File: config.mk
export PLATFORM = sky130hd
export DESIGN_NAME = adsr_envelope_generator_top
export DESIGN_NICKNAME = d
export VERILOG_FILES = /design/src/sv/adsr_pkg.sv /design/src/sv/adsr_envelope_generator_top.sv /design/src/sv/adsr_iter.sv
export SDC_FILE = /design/constraint.sdc
export NUM_CORES = 1
export LEC_CHECK = 0
export ABC_AREA = 1
export BUFFER_PORTS_ARGS = -buffer_cell sky130_fd_sc_hd__buf_2
export CAP_MARGIN = 30
export CORE_MARGIN = 3
export CORE_UTILIZATION = 25
export CTS_CLUSTER_DIAMETER = 30
export DETAILED_ROUTE_END_ITERATION = 6
export PLACE_DENSITY = 0.46
export SLEW_MARGIN = 15
export SYNTH_ARGS = -nofsm -noshare
export SYNTH_HDL_FRONTEND = slang
export SYNTH_SLANG_ARGS = --single-unit
File: constraint.sdc
create_clock -name clk -period 4.6 [get_ports clk]
set_clock_uncertainty 0.2 [all_clocks]
set_input_delay 0.46 -clock clk [delete_from_list [all_inputs] [get_ports clk]]
set_output_delay 0.46 -clock clk [all_outputs]
set_load 0.005 [all_outputs]
File: src/sv/adsr_pkg.sv
// Shared types and constants for the ADSR envelope generator.
package adsr_pkg;

  // Request function codes
  localparam logic [1:0] FUNC_TICK        = 2'd0;
  localparam logic [1:0] FUNC_NOTE_ON     = 2'd1;
  localparam logic [1:0] FUNC_NOTE_ON_VEL = 2'd2;
  localparam logic [1:0] FUNC_NOTE_OFF    = 2'd3;

  // Envelope phase codes
  localparam logic [2:0] PH_ATTACK  = 3'd0;
  localparam logic [2:0] PH_DECAY   = 3'd1;
  localparam logic [2:0] PH_SUSTAIN = 3'd2;
  localparam logic [2:0] PH_RELEASE = 3'd3;
  localparam logic [2:0] PH_END     = 3'd4;

  // Configuration register indexes
  localparam logic [1:0] CFG_ATTACK  = 2'd0;
  localparam logic [1:0] CFG_DECAY   = 2'd1;
  localparam logic [1:0] CFG_SUSTAIN = 2'd2;
  localparam logic [1:0] CFG_RELEASE = 2'd3;

  localparam logic [7:0] FULL_SCALE = 8'd255;
  localparam logic [8:0] COUNT_MAX  = 9'd511;

  // Command to the shared multiply/divide unit
  typedef struct packed {
    logic       start;
    logic       is_div;
    logic [8:0] opa;    // multiplier, or dividend in [7:0]
    logic [7:0] opb;    // multiplicand, or nonzero divisor
  } iter_req_t;

  // Result from the shared unit, valid while done is high
  typedef struct packed {
    logic        done;
    logic [16:0] result;
  } iter_rsp_t;

endpackage

File: src/sv/adsr_envelope_generator_top.sv
// Top level of the linear ADSR envelope generator.
//
// Request channel: in_valid/in_stall carry func (tick, note on, note on with
// velocity, note off) and velocity. A request is taken when in_valid is high
// and in_stall is low; in_stall stays high while a request is being worked.
// Result channel: out_valid/out_stall carry level, phase_code and is_active,
// exactly one result per request, in order. The result sits in an output
// register, so a new request is taken while the previous result still waits.
// Config channel: cfg_valid/cfg_ready with cfg_index and cfg_data; cfg_ready
// is always high. Write only while the block is idle.
// Work per request: a tick in attack runs a divide (8 steps) then a
// multiply (9 steps); ticks in decay or release one multiply; note on and
// note off one divide; note on with velocity a multiply then a divide;
// other ticks use no unit. The next request can be taken in the same
// cycle that the previous result comes up.
// All multiplies and divides go through the one shared shift-add/restoring
// unit; one request is in work at a time.
// Reset (rst, synchronous): config back to defaults, envelope in end phase,
// no result pending. A stalled result holds; the block finishes the request
// in work and then waits with in_stall high until the output register frees.
module adsr_envelope_generator_top (
  input  logic       clk,
  input  logic       rst,
  // request channel
  input  logic       in_valid,
  output logic       in_stall,
  input  logic [1:0] func,
  input  logic [6:0] velocity,
  // result channel
  output logic       out_valid,
  input  logic       out_stall,
  output logic [7:0] level,
  output logic [2:0] phase_code,
  output logic       is_active,
  // configuration channel
  input  logic       cfg_valid,
  output logic       cfg_ready,
  input  logic [1:0] cfg_index,
  input  logic [7:0] cfg_data
);

  typedef enum logic [6:0] {
    S_IDLE     = 7'b0000001,
    S_ATK_DIV  = 7'b0000010,  // attack step = 255 / attack_time
    S_TICK_MUL = 7'b0000100,  // count * step for the tick
    S_VEL_MUL  = 7'b0001000,  // sustain * velocity
    S_FALL_DIV = 7'b0010000,  // decay step
    S_REL_DIV  = 7'b0100000,  // release step
    S_FIN      = 7'b1000000   // hand the result to the output register
  } state_t;

  state_t state, state_next;

  // configuration
  logic [7:0] attack_time, decay_time, sustain_level, release_time;

  // envelope state
  logic [2:0] phase_reg;
  logic       running;
  logic [7:0] level_reg;
  logic [8:0] tick_count;
  logic [7:0] peak_level, held_sustain, fall_step, release_start, release_step;

  adsr_pkg::iter_req_t req;
  adsr_pkg::iter_rsp_t rsp;

  logic        in_acc;
  logic        out_free;
  logic        tick_work;
  logic [8:0]  cnt_inc;
  logic [7:0]  atk_div, dec_div, rel_div;
  logic [7:0]  rs_sel;
  logic [7:0]  held_vel;
  logic [7:0]  quot;
  logic [16:0] prod;
  logic        atk_hit, dec_hit, rel_hit;

  assign in_stall  = (state != S_IDLE);
  assign in_acc    = in_valid && !in_stall;
  assign cfg_ready = 1'b1;
  assign out_free  = !out_valid || !out_stall;

  // A zero time acts as one
  assign atk_div = (attack_time == 8'd0) ? 8'd1 : attack_time;
  assign dec_div = (decay_time == 8'd0) ? 8'd1 : decay_time;
  assign rel_div = (release_time == 8'd0) ? 8'd1 : release_time;

  assign cnt_inc   = (tick_count == adsr_pkg::COUNT_MAX) ? tick_count : tick_count + 9'd1;
  assign tick_work = running && (phase_reg == adsr_pkg::PH_ATTACK ||
                                 phase_reg == adsr_pkg::PH_DECAY ||
                                 phase_reg == adsr_pkg::PH_RELEASE);
  assign rs_sel    = (phase_reg == adsr_pkg::PH_SUSTAIN) ? held_sustain : level_reg;

  assign prod     = rsp.result;
  assign quot     = rsp.result[7:0];
  assign held_vel = rsp.result[14:7];

  // End-of-segment compares against the fresh product
  assign atk_hit = prod >= {9'd0, peak_level};
  assign dec_hit = ({1'b0, prod} + {10'd0, held_sustain}) >= {10'd0, peak_level};
  assign rel_hit = prod >= {9'd0, release_start};

  // Sequencer and commands to the shared unit
  always_comb begin
    state_next = state;
    req        = '0;
    unique case (state)
      S_IDLE: begin
        if (in_acc) begin
          unique case (func)
            adsr_pkg::FUNC_TICK: begin
              if (tick_work) begin
                if (phase_reg == adsr_pkg::PH_ATTACK) begin
                  req.start  = 1'b1;
                  req.is_div = 1'b1;
                  req.opa    = {1'b0, adsr_pkg::FULL_SCALE};
                  req.opb    = atk_div;
                  state_next = S_ATK_DIV;
                end else begin
                  req.start  = 1'b1;
                  req.opa    = cnt_inc;
                  req.opb    = (phase_reg == adsr_pkg::PH_DECAY) ? fall_step : release_step;
                  state_next = S_TICK_MUL;
                end
              end else begin
                state_next = S_FIN;
              end
            end
            adsr_pkg::FUNC_NOTE_ON: begin
              req.start  = 1'b1;
              req.is_div = 1'b1;
              req.opa    = {1'b0, ~sustain_level};  // 255 - sustain
              req.opb    = dec_div;
              state_next = S_FALL_DIV;
            end
            adsr_pkg::FUNC_NOTE_ON_VEL: begin
              req.start  = 1'b1;
              req.opa    = {1'b0, sustain_level};
              req.opb    = {1'b0, velocity};
              state_next = S_VEL_MUL;
            end
            adsr_pkg::FUNC_NOTE_OFF: begin
              req.start  = 1'b1;
              req.is_div = 1'b1;
              req.opa    = {1'b0, rs_sel};
              req.opb    = rel_div;
              state_next = S_REL_DIV;
            end
            default: state_next = S_FIN;
          endcase
        end
      end
      S_ATK_DIV: begin
        if (rsp.done) begin
          req.start  = 1'b1;
          req.opa    = tick_count;
          req.opb    = quot;
          state_next = S_TICK_MUL;
        end
      end
      S_VEL_MUL: begin
        if (rsp.done) begin
          req.start  = 1'b1;
          req.is_div = 1'b1;
          req.opa    = {1'b0, ~held_vel};
          req.opb    = dec_div;
          state_next = S_FALL_DIV;
        end
      end
      S_TICK_MUL, S_FALL_DIV, S_REL_DIV: begin
        if (rsp.done) begin
          state_next = S_FIN;
        end
      end
      S_FIN: begin
        if (out_free) begin
          state_next = S_IDLE;
        end
      end
      default: state_next = S_IDLE;
    endcase
  end

  adsr_iter u_iter (
    .clk (clk),
    .rst (rst),
    .req (req),
    .rsp (rsp)
  );

  always_ff @(posedge clk) begin
    if (rst) begin
      state         <= S_IDLE;
      attack_time   <= 8'd1;
      decay_time    <= 8'd1;
      sustain_level <= 8'd0;
      release_time  <= 8'd1;
      phase_reg     <= adsr_pkg::PH_END;
      running       <= 1'b0;
      level_reg     <= 8'd0;
      tick_count    <= 9'd0;
      peak_level    <= adsr_pkg::FULL_SCALE;
      held_sustain  <= 8'd0;
      fall_step     <= 8'd0;
      release_start <= 8'd0;
      release_step  <= 8'd1;
      out_valid     <= 1'b0;
    end else begin
      state <= state_next;

      if (cfg_valid) begin
        unique case (cfg_index)
          adsr_pkg::CFG_ATTACK:  attack_time   <= cfg_data;
          adsr_pkg::CFG_DECAY:   decay_time    <= cfg_data;
          adsr_pkg::CFG_SUSTAIN: sustain_level <= cfg_data;
          adsr_pkg::CFG_RELEASE: release_time  <= cfg_data;
          default: ;
        endcase
      end

      if (state == S_FIN && out_free) begin
        out_valid <= 1'b1;
      end else if (!out_stall) begin
        out_valid <= 1'b0;
      end

      unique case (state)
        S_IDLE: begin
          if (in_acc) begin
            unique case (func)
              adsr_pkg::FUNC_TICK: begin
                if (running) begin
                  unique case (phase_reg)
                    adsr_pkg::PH_ATTACK, adsr_pkg::PH_DECAY, adsr_pkg::PH_RELEASE: begin
                      tick_count <= cnt_inc;
                    end
                    adsr_pkg::PH_SUSTAIN: begin
                      if (held_sustain == 8'd0) begin
                        phase_reg  <= adsr_pkg::PH_END;
                        running    <= 1'b0;
                        tick_count <= 9'd0;
                        level_reg  <= 8'd0;
                      end else begin
                        level_reg <= held_sustain;
                      end
                    end
                    default: begin
                      running   <= 1'b0;
                      level_reg <= 8'd0;
                    end
                  endcase
                end
              end
              adsr_pkg::FUNC_NOTE_ON: begin
                level_reg    <= 8'd0;
                tick_count   <= 9'd0;
                phase_reg    <= adsr_pkg::PH_ATTACK;
                running      <= 1'b1;
                peak_level   <= adsr_pkg::FULL_SCALE;
                held_sustain <= sustain_level;
              end
              adsr_pkg::FUNC_NOTE_ON_VEL: begin
                level_reg  <= 8'd0;
                tick_count <= 9'd0;
                phase_reg  <= adsr_pkg::PH_ATTACK;
                running    <= 1'b1;
                peak_level <= {velocity, 1'b0};
              end
              adsr_pkg::FUNC_NOTE_OFF: begin
                release_start <= rs_sel;
                tick_count    <= 9'd0;
                phase_reg     <= adsr_pkg::PH_RELEASE;
              end
              default: ;
            endcase
          end
        end
        S_TICK_MUL: begin
          if (rsp.done) begin
            unique case (phase_reg)
              adsr_pkg::PH_ATTACK: begin
                if (atk_hit) begin
                  phase_reg  <= adsr_pkg::PH_DECAY;
                  tick_count <= 9'd0;
                  level_reg  <= peak_level;
                end else begin
                  level_reg <= prod[7:0];
                end
              end
              adsr_pkg::PH_DECAY: begin
                if (dec_hit) begin
                  phase_reg  <= adsr_pkg::PH_SUSTAIN;
                  tick_count <= 9'd0;
                  level_reg  <= held_sustain;
                end else begin
                  level_reg <= peak_level - prod[7:0];
                end
              end
              adsr_pkg::PH_RELEASE: begin
                if (rel_hit) begin
                  phase_reg  <= adsr_pkg::PH_END;
                  running    <= 1'b0;
                  tick_count <= 9'd0;
                  level_reg  <= 8'd0;
                end else begin
                  level_reg <= release_start - prod[7:0];
                end
              end
              default: ;
            endcase
          end
        end
        S_VEL_MUL: begin
          if (rsp.done) begin
            held_sustain <= held_vel;  // (sustain * velocity) >> 7
          end
        end
        S_FALL_DIV: begin
          if (rsp.done) begin
            fall_step <= quot;
          end
        end
        S_REL_DIV: begin
          if (rsp.done) begin
            release_step <= (quot == 8'd0) ? 8'd1 : quot;
          end
        end
        default: ;
      endcase
    end
  end

  // Output register payload
  always_ff @(posedge clk) begin
    if (state == S_FIN && out_free) begin
      level      <= level_reg;
      phase_code <= phase_reg;
      is_active  <= running;
    end
  end

  // A running envelope is never in the end phase
  a_run_phase: assert property (@(posedge clk) disable iff (rst)
    running |-> (phase_reg != adsr_pkg::PH_END))
    else $error("running envelope in end phase");

  // Release step is never zero
  a_rel_step: assert property (@(posedge clk) disable iff (rst)
    release_step != 8'd0)
    else $error("zero release step");

  // Attack never overshoots the peak
  a_attack: assert property (@(posedge clk) disable iff (rst)
    (running && phase_reg == adsr_pkg::PH_ATTACK) |-> (level_reg <= peak_level))
    else $error("attack level above peak");

  // Decay and sustain never drop below the held sustain level
  a_decay: assert property (@(posedge clk) disable iff (rst)
    (running && (phase_reg == adsr_pkg::PH_DECAY || phase_reg == adsr_pkg::PH_SUSTAIN))
      |-> (level_reg >= held_sustain))
    else $error("level below sustain in decay or sustain");

  // The shared unit only finishes while the sequencer waits for it
  a_unit_done: assert property (@(posedge clk) disable iff (rst)
    rsp.done |-> (state == S_ATK_DIV || state == S_TICK_MUL || state == S_VEL_MUL ||
                  state == S_FALL_DIV || state == S_REL_DIV))
    else $error("unit result with no waiting step");

endmodule

File: src/sv/adsr_iter.sv
// Shared iterative unit: 9x8 shift-add multiply or 8/8 restoring divide on one adder.
module adsr_iter (
  input  logic                 clk,
  input  logic                 rst,
  input  adsr_pkg::iter_req_t  req,
  output adsr_pkg::iter_rsp_t  rsp
);

  localparam logic [3:0] DIV_LAST = 4'd7;
  localparam logic [3:0] MUL_LAST = 4'd8;

  logic        busy;
  logic        done;
  logic        is_div;
  logic [3:0]  cnt;
  logic [16:0] acc;
  logic [8:0]  sh;
  logic [7:0]  b;

  logic [16:0] shifted;
  logic [17:0] addend;
  logic [17:0] sum;
  logic        qbit;
  logic        last;

  // One adder: acc*2 + b when the top multiplier bit is set (multiply) or remainder*2 + next bit - b (divide)
  always_comb begin
    shifted = {acc[15:0], is_div & sh[8]};
    if (is_div) begin
      addend = ~{10'd0, b};
    end else begin
      addend = sh[8] ? {10'd0, b} : 18'd0;
    end
    sum  = {1'b0, shifted} + addend + {17'd0, is_div};
    qbit = ~sum[17];
    last = is_div ? (cnt == DIV_LAST) : (cnt == MUL_LAST);
  end

  always_ff @(posedge clk) begin
    if (rst) begin
      busy <= 1'b0;
      done <= 1'b0;
    end else begin
      done <= busy && last;
      if (req.start) begin
        busy <= 1'b1;
      end else if (busy && last) begin
        busy <= 1'b0;
      end
    end
  end

  always_ff @(posedge clk) begin
    if (req.start) begin
      is_div <= req.is_div;
      acc    <= 17'd0;
      sh     <= req.is_div ? {req.opa[7:0], 1'b0} : req.opa;
      b      <= req.opb;
      cnt    <= 4'd0;
    end else if (busy) begin
      cnt <= cnt + 4'd1;
      if (is_div) begin
        acc <= qbit ? sum[16:0] : shifted;
        sh  <= {sh[7:0], qbit};
      end else begin
        acc <= sum[16:0];
        sh  <= {sh[7:0], 1'b0};
      end
    end
  end

  assign rsp.done   = done;
  assign rsp.result = is_div ? {9'd0, sh[7:0]} : acc;

endmodule

## Word-level counts from Yosys, hierarchy flattened

Cells that the tools add are included.

- Add/subtract/negate cells: 7
- Multiply operators: 0
- Divide/modulo/power cells: 0
- Magnitude comparators: 3
- Equality and inequality tests: 41
- Shifts and indexed selects: 0
- Muxes and demuxes: 90
- Bitwise logic cells: 5
- Reductions and logical operators: 42

Operator list:

| kind | number |
|---|---|
| $mux 8 | 17 |
| $mux 9 | 11 |
| $mux 17 | 5 |
| $pmux 8 s2 | 5 |
| $pmux 17 s4 | 1 |
| $mux 19 | 3 |
| $pmux 9 s2 | 3 |
| $pmux 17 s3 | 1 |
| $mux 7 | 6 |
| $logic_not 8->1 | 5 |
| $pmux 7 s5 | 1 |
| $ge 17x8->1 | 2 |
| $pmux 7 s4 | 1 |
| $mux 3 | 9 |
| $pmux 9 s3 | 1 |
| $ne 3x3->1 const B | 8 |
| $pmux 8 s3 | 1 |
| $reduce_and 10->1 | 2 |
| $add 17x18->18 | 1 |
| $add 17x8->18 | 1 |
| $add 18x1->18 | 1 |
| $ge 18x8->1 | 1 |
| $mux 18 | 1 |
| $not 8->18 | 1 |
| other kinds (44) | 100 |

- Register bits after elaboration: 154
- Bits in latches: 0
- RAM bits: 0
- ROM bits: 0
- Output and inout port bits: 15
- Logic and storage cells: 213
- Memories kept: 0

## Longest topological paths before layout

Gate-level depths: netlist (run 1).

- Depth after elaboration: 10
- Gate-level depth with buffers: 27
- Depth with buffers taken out: 26

## Modules after synthesis

Synthesis (run 1) repeated with hierarchy kept, for this count alone.

- Cells, all modules: 1707
- Area, all modules: 11471.0 um2

Modules (own cells, without submodules):

| module | times used | cells an instance | area each (um2) |
|---|---|---|---|
| adsr_envelope_generator_top | 1 | 1253 | 8419.3 |
| adsr_iter | 1 | 454 | 3051.7 |

## Least setup slack after synthesis (run 1)

No wires, ideal clock.

- Kind: register to register
- Start point: register u_iter.is_div
- End point: register tick_count[7]
- Library setup time: 0.113 ns
- Arrival: 4.115 ns
- Data required time: 4.287 ns
- Path slack: 0.172 ns
- Stages on the path, launching flop included: 24
- Path buffers: 2
- Clock period less this slack: 4.428 ns
- Path through: edfxtp_1 -> clkbuf_1 -> o21ai_0 -> inv_1 -> fa_1 -> nand3_1 -> nand2_1 -> xor2_1 -> ha_1 -> nand2_1 -> inv_1 -> a21oi_1 -> nand2_1 -> nand2_1 -> nand3_1 -> nor2_1 -> nand3_1 -> nor2_4 -> nand4_2 -> nand3_4 -> buf_6 -> nand2_1 -> nand2_1 -> nor2_1

RTL lines:

| item | line | text |
|---|---|---|
| start, declared | adsr_iter.sv:14 | `logic is_div;` |
| start signal, assigned | adsr_iter.sv:55 | `is_div <= req.is_div;` |
| end signal, assigned | adsr_envelope_generator_top.sv:235 | `tick_count <= cnt_inc;` |
| end, declared | adsr_envelope_generator_top.sv:61 | `logic [8:0] tick_count;` |

==> results of run 1 <==
-- cells in the final DEF (no fill, tap or decap), types with 11 or more instances in the layout --
master	synthesis	layout
nand2_1	334	334
ha_1	80	80
buf_4	4	31
nor2_1	167	167
nor3_1	20	20
nand4_1	18	18
o21ai_1	10	11
clkbuf_16	0	18
o211ai_1	24	24
nand3_1	91	90
a31oi_1	17	17
buf_2	8	37
dfxtp_1	124	124
xor2_1	17	17
inv_1	190	189
o21ai_0	156	155
xnor2_1	11	11
edfxtp_1	30	30
o221ai_1	15	15
a21oi_1	114	114
o21bai_1	11	11
-- report_power, final --
group | total (W) | switching (W) | internal, W
Clock | 0.00142 | 0.000663 | 0.000754
Combinational | 0.00421 | 0.00284 | 0.00137
Sequential | 0.00199 | 0.000292 | 0.00169
Total | 0.00761 | 0.00380 | 0.00382
-- what timing repair did --
action / in CTS / in global routing
buffers inserted: 0 / 0
setup endpoints to repair: 0 / 9
gates resized for setup: 0 / 3
-- worst paths after layout --
| path | start | end | depth (start not counted) |
|---|---|---|---|
| min reg2reg | u_iter.acc[16] | u_iter.acc[16] | 2 |
| min | cfg_data[0] | attack_time[0] | 3 |
| max reg2reg | u_iter.sh[0] | tick_count[6] | 23 |
| max | u_iter.sh[0] | tick_count[6] | 23 |
-- routing by layer --
metal / up-vias / part of all wire / GRT usage
met3: 60 / 0.057 / 0.0236
met4: 0 / 0.028 / 0.0561
met5: - / 0 / 0
li1: 5423 / - / -
met1: 5231 / 0.47 / 0.254
met2: 376 / 0.44 / 0.278
-- through the flow --
step                area [µm²]  power (W)
finish                   12400    0.00761
global route             12400    0.00823
CTS                      12400    0.00756
global placement         11800    0.00611
detailed placement       11800    0.00611
floorplan                10900    0.00479
-- cells by family (layout without fill, tap and decap cells) --
logic type,count (synthesis),in the layout,synth area share
simple gates,674,675,0.267
compound gates,392,392,0.208
other cells,1,1,0.000344
buf+inv,255,303,0.0912
xor+xnor,28,28,0.0225
fa+ha+maj,85,85,0.101
flops,154,154,0.310
-- worst max-delay path, cell delays in order (launching register included) --
cell and delay (ps):
edfxtp_1 410, or2_2 310, o21ai_1 120, inv_1 140, ha_1 290, fa_1 440, nand3_1 100, nand2_1 100
xor2_1 160, ha_1 270, nand2_1 70, inv_1 40, a21oi_1 140, nand2_1 70, nand2_1 80, nand3_1 70
nor2_1 80, nand3_1 110, nor2_4 280, nand4_4 250, nand3_4 220, nand2_1 70, nand2_1 60, nor2_1 50
-- cell type report --
cell class                 instances  area [µm²]  share of cell area
tap                              577         722              0.0582
clock buffer                      20         468              0.0377
sequential                       154        3380               0.273
timing repair buffer              68         418              0.0337
inverter                         203         766              0.0617
multi-input combinational       1181        6560               0.528
clock inverter                    12         100             0.00806
==> reports/metrics.yaml, run 1 <==
global_route:
  grt_max_degree: 47
  first_global_vias: 10500
  grt_usage: 0.178
  grt_pass1_wl_um: 63700
  antenna_found_initial: 0
  overflow: 0
placed_design:
  dp_cells: 2182
  dp_slack_ps: 362
  dp_hpwl_um: 32200
  portBuffers: 37
  gp_congestion: 0.937
floorplan:
  rows: 75
  dieArea_um2: 46200
  die_h_um: 215
  start_util: 0.257
  ioPinCount: 39
  die_w_um: 215
  core_area_um2: 42500
logic_synthesis:
  yosysTopAreaCell: "dfxtp_1"
  synth_top_area_frac: 0.228
  synth_seq_area_share: 0.310
  syn_inst: 1589
  synth_edf_count: 30
  syn-num-nets: 1698
  synth_seq_cells: 154
  synth_commonest_cells: "nand2_1 (334), inv_1 (190), nor2_1 (167), o21ai_0 (156), dfxtp_1 (124)"
  yosysMostFrequentCell: "nand2_1"
  async_reset_ff_frac: 0
  synth.yosys.warnings: 0
  avgSynthCellArea_um2: 6.86
  synth-main-ff-cell: "dfxtp_1"
  ys_types: 61
  netlist_top_cells_area: "dfxtp_1 (23%), nand2_1 (11%), ha_1 (9.2%)"
  synth_area_um2: 10900
final_layout:
  fin_nets: 1734
  drive_gt1_frac: 0.0885
  area_delta_synth_final_pct: 13.8
  largest_reg_flops: 17
  antenna_cells: 0
  utilization: 0.292
  n_fill_cell: 4721
  final_cell_count_no_fill: 2215
clocking:
  clkTransAtPathRegs_ps: 70
  cts.sinks: 154
  cts_buffer_depth: 2
  cts-root-buf: "clkbuf_16"
  clk_latency_ps: 450
  tritoncts: "built"
  numCtsBuffers: 17
  cts_hold_buf: 0
  htree_levels: 4
worst_setup_path:
  cp_data_arrival_time_ps: 4400
  crit_type: "reg2reg"
  rrSetupSlack_ps: 330
  crit_path_end_kind: "flip-flop"
  worst-path-max-fanout: 9
  crit_required_ps: 4730
  start_kind: "flip-flop"
sta:
  hold_viol: 0
  drv_slew: 0
  tightest_slew_ps: 979
  rsz0062_at_grt: "no"
  fin_crit_sh: 0.928
  fin_crit_ps: 4270
  setup_ws_ps: 333
  finalSetupTns_ps: 0
  setup_violations: 0
  fmax_ghz: 0.234
  relSlewSlack: 0.341
  whs_ps: 104
drt:
  ant_nets: 0
  vias_per_cell: 5.01
  dr.pass1.iters: 6
  drc_errors: 0
  routedWlPerCell_um: 18.9
  drt_iter0_drc: 843
  drt-total-wl_um: 41900
  routed-via-count: 11100
outcome:
  outcome: "finished clean"
job:
  maxCapViolCount: 0
min_path:
  hold_path.class: "in2reg"
pwr:
  power_density_nw_per_um2: 613
  cellLeakagePower_nw: 5.42
  vdd_drop_max_uv: 290
(Power assumes the default switching activity.)
==> run 2, diff against run 1 <==
CTS_BUF_LIST = sky130_fd_sc_hd__clkbuf_4   (was unset)
==> reports/metrics.yaml, run 2 (synthesis results as in run 1) <==
outcome:
  outcome: "finished clean"
placed_design:
  portBuffers: 37
  placed_cell_area_um2: 11800
  gp_congestion: 0.937
  dp_hpwl_um: 32200
min_path:
  hold_path.class: "in2reg"
  hp-start: "cfg_valid"
floorplan:
  die_w_um: 215
  start_util: 0.257
  rows: 75
  dieArea_um2: 46200
  die_h_um: 215
  ioPinCount: 39
  core_area_um2: 42500
worst_setup_path:
  crit_path_end_kind: "flip-flop"
  cpMostUsedCell: "nand2_1"
  crit_required_ps: 4900
  crit_chain: "inv_2 > or2_2 > o21ai_1 > inv_1 > ha_1 > fa_1 > nand3_1 > nand2_1 > nand2_1 > nand2_1 > xor2_1 > ha_1 > a21oi_1 > nand2_1 > nor2_1 > nand3_1 > nor2_1 > nand3_1 > nor2_4 > nand4_4 > nand3_4 > nand2_1 > nand2_1 > nor2_1"
  cp_data_arrival_time_ps: 4560
  start_kind: "flip-flop"
  setup.worst_path.start: "u_iter.is_div"
  r2r_start: "u_iter.is_div"
  critPathTopFamily: "simple AND/OR/NAND/NOR gates"
  worst-path-max-fanout: 9
  path_buf_inv: 2
  cp_slowest_cell: "fa_1"
  critical-path-max-stage-delay_ps: 440
  crit_type: "reg2reg"
sta:
  drv_slew: 0
  setup_violations: 0
  hold_viol: 0
  relSlewSlack: 0.307
  tightest_slew_ps: 1030
  finalSetupTns_ps: 0
  fin_crit_ps: 4260
  fmax_ghz: 0.235
  rsz0062_at_grt: "no"
  fin_crit_sh: 0.926
global_route:
  grt_usage: 0.178
  grt_max_degree: 47
  antenna_found_initial: 2
  first_global_vias: 10500
  grt_pass1_wl_um: 63800
  overflow: 0
final_layout:
  fin_nets: 1754
  drive_gt1_frac: 0.0881
  final_common_cell: "nand2_1"
  design_area_um2: 12300
  area_delta_synth_final_pct: 12.9
  utilization: 0.290
  mostFrequentLayoutCells: "nand2_1 (334), inv_1 (189), nor2_1 (167)"
  largest_reg_flops: 17
drt:
  drc_errors: 0
  vias_per_cell: 4.97
  drt-total-wl_um: 42000
  routed-via-count: 11100
  ant_nets: 0
  routedWlPerCell_um: 18.8
  drt_iter0_drc: 906
  dr.pass1.iters: 5
pwr:
  combPwrFrac: 0.597
  power_density_nw_per_um2: 577
  clkPwrFrac: 0.124
  swShare: 0.525
  p_int_w: 0.00338
  switchingPower_w: 0.00373
  power_frac_seq: 0.279
  vdd_drop_max_uv: 294
  cellLeakagePower_nw: 5.37
clocking:
  cts.sinks: 154
  numCtsBuffers: 17
  clk_latency_ps: 630
  htree_levels: 4
  cts_buffer_depth: 2
  clkTransAtPathRegs_ps: 160
  cts-root-buf: "clkbuf_4"
  tritoncts: "built"
job:
  maxCapViolCount: 0
-- run 2: final timing paths --
check / slack, ps / cells after the start / end
min: 50 / 5 / release_time[0]
max: 340 / 24 / tick_count[6]
max reg2reg: 340 / 24 / tick_count[6]
min reg2reg: 260 / 2 / u_iter.acc[16]
-- run 2: layout make-up --
type	count	area [µm²]
inverter	203	766
sequential	154	3380
tap	577	722
fill	4755	30200
clock inverter	14	134
multi-input combinational	1181	6560
timing repair buffer	88	616
antenna	1	2.50
clock buffer	18	135
-- run 2: through the flow --
stage,cells,total power [W],setup WS (ps),hold WS (ps)
2_1_floorplan,1589,0.00479,172,225
3_3_place_gp,2181,0.00611,414,243
3_5_place_dp,2182,0.00611,362,241
4_1_cts,2233,0.00703,304,11.1
5_1_grt,2236,0.00773,35.2,36.4
6_report,2236,0.00711,340,50.7
-- run 2: metal layers --
layer  share of wire  routed length, µm  track usage
met1            0.48              19900        0.253
met2            0.44              18400        0.276
met3           0.056               2370       0.0249
met4           0.029               1230       0.0605
met5               0                  0            0
-- run 2: power by group through the flow --
stage / combinational [W] / clock (W) / sequential [W]
final: 0.00424 / 0.000881 / 0.00198
after global routing: 0.00475 / 0.000959 / 0.00202
after CTS: 0.00415 / 0.000908 / 0.00198
after detailed placement: 0.00411 / 0 / 0.00200
after global placement: 0.00411 / 0 / 0.00200
after floorplan: 0.00292 / 0 / 0.00187
-- run 2: worst min-delay path: cells and delay by family --
kind / cells / cell delay (ps)
and+or+nand+nor: 4 / 270
buffers and inverters: 1 / 100
-- run 2: timing repair --
action,in CTS,in global routing
hold endpoints to repair,39,0
endpoints found under the setup margin,0,9
hold buffers,19,0
gates resized for setup,0,3
setup buffers,0,1
==> run 3, diff against run 2 <==
CTS_BUF_LIST = sky130_fd_sc_hd__clkbuf_8 sky130_fd_sc_hd__clkbuf_16   (was sky130_fd_sc_hd__clkbuf_4)
==> reports/metrics.yaml, run 3 (synthesis results as in run 1) <==
clocking:
  cts_buffer_depth: 2
  cts-root-buf: "clkbuf_16"
  cts.sinks: 154
  clk_latency_ps: 450
  clkTransAtPathRegs_ps: 70
  htree_levels: 4
  tritoncts: "built"
  cts_hold_buf: 0
  numCtsBuffers: 17
final_layout:
  antenna_cells: 0
  fin_nets: 1734
  drive_gt1_frac: 0.0885
  area_delta_synth_final_pct: 13.8
  design_area_um2: 12400
  largest_reg_flops: 17
  final_common_cell: "nand2_1"
  mostFrequentLayoutCells: "nand2_1 (334), inv_1 (190), nor2_1 (167)"
worst_setup_path:
  crit_path_end_kind: "flip-flop"
  cp_slowest_cell: "fa_1"
  cp_data_arrival_time_ps: 4400
  crit_chain: "or2_2 > o21ai_1 > inv_1 > ha_1 > fa_1 > nand3_1 > nand2_1 > xor2_1 > ha_1 > nand2_1 > inv_1 > a21oi_1 > nand2_1 > nand2_1 > nand3_1 > nor2_1 > nand3_1 > nor2_4 > nand4_4 > nand3_4 > nand2_1 > nand2_1 > nor2_1"
  start_kind: "flip-flop"
  cpMostUsedCell: "nand2_1"
  path_buf_inv: 2
  worst-path-max-fanout: 9
  r2r_start: "u_iter.sh[0]"
  crit_type: "reg2reg"
  critPathTopFamily: "simple AND/OR/NAND/NOR gates"
  setup.worst_path.start: "u_iter.sh[0]"
  critical-path-max-stage-delay_ps: 440
  crit_required_ps: 4730
drt:
  drt_iter0_drc: 843
  ant_nets: 0
  dr.pass1.iters: 5
  drt-total-wl_um: 41900
  drc_errors: 0
  routed-via-count: 11100
  vias_per_cell: 5.00
  routedWlPerCell_um: 18.9
sta:
  whs_ps: 106
  drv_slew: 0
  fin_crit_ps: 4270
  hold_viol: 0
  tightest_slew_ps: 988
  setup_violations: 0
  finalSetupTns_ps: 0
  setup_ws_ps: 332
  fin_crit_sh: 0.928
  fmax_ghz: 0.234
  rsz0062_at_grt: "no"
  relSlewSlack: 0.334
global_route:
  grt_pass1_wl_um: 63700
  overflow: 0
  first_global_vias: 10500
  grt_max_degree: 47
  grt_usage: 0.178
  antenna_found_initial: 0
pwr:
  vdd_drop_max_uv: 288
  power_density_nw_per_um2: 613
  finalPower_w: 0.00761
  cellLeakagePower_nw: 5.42
min_path:
  hp-start: "cfg_data[0]"
  hold_path.class: "in2reg"
floorplan:
  core_area_um2: 42500
  ioPinCount: 39
  start_util: 0.257
  die_w_um: 215
  die_h_um: 215
  rows: 75
  dieArea_um2: 46200
placed_design:
  portBuffers: 37
  dp_slack_ps: 362
  placed_cell_area_um2: 11800
  gp_congestion: 0.937
  dp_hpwl_um: 32200
job:
  maxCapViolCount: 0
outcome:
  outcome: "finished clean"
## run 3: cell count changes in the layout (fill, tap and decap cells not counted), sizes merged
| cell | change |
|---|---|
| inv | +1 |
| dlygate4sd3 | -19 |
| diode | -1 |
| clkinv | -1 |
| clkbuf | +1 |
| buf | -1 |
| bufinv | -1 |
## run 3: worst register-to-register path: cells and delay by family, from the launching register on
family	cells	cell delay (ps)
simple gates	15	1940
fa+ha+maj	3	1000
flops	1	410
compound gates	2	260
buf+inv	2	180
xor+xnor	1	160
## run 3: layer usage
metal	up-vias	track usage	wire, µm
li1	5421	-	-
met1	5231	0.254	19800
met2	368	0.278	18500
met3	63	0.0236	2400
met4	0	0.0561	1190
met5	-	0	0
## run 3: path summary, 6_finish.rpt
path / end / slack, ps / cells after the start
max: tick_count[6] / 330 / 23
min: attack_time[0] / 110 / 3
max reg2reg: tick_count[6] / 330 / 23
min reg2reg: u_iter.acc[16] / 250 / 2
## run 3: repair_timing
action / in CTS / in global routing
endpoints found under the setup margin: 0 / 9
buffers inserted: 0 / 0
gates resized for setup: 0 / 3
## run 3: area by class of cell
type	count	area [µm²]
fill	4721	30100
multi-input combinational	1181	6560
sequential	154	3380
inverter	203	766
tap	577	722
clock buffer	19	464
timing repair buffer	68	418
clock inverter	13	104
## run 3: power breakdown
part | internal [W] | total (W) | switching [W]
registers | 0.00169 | 0.00199 | 0.000292
clock network | 0.000752 | 0.00141 | 0.000663
logic | 0.00137 | 0.00421 | 0.00284
## run 3: through the flow
step	cells	utilization
3_5_place_dp	2182	0.278
4_1_cts	2214	0.291
5_1_grt	2215	0.292
3_3_place_gp	2181	0.278
6_report	2215	0.292
2_1_floorplan	1589	-
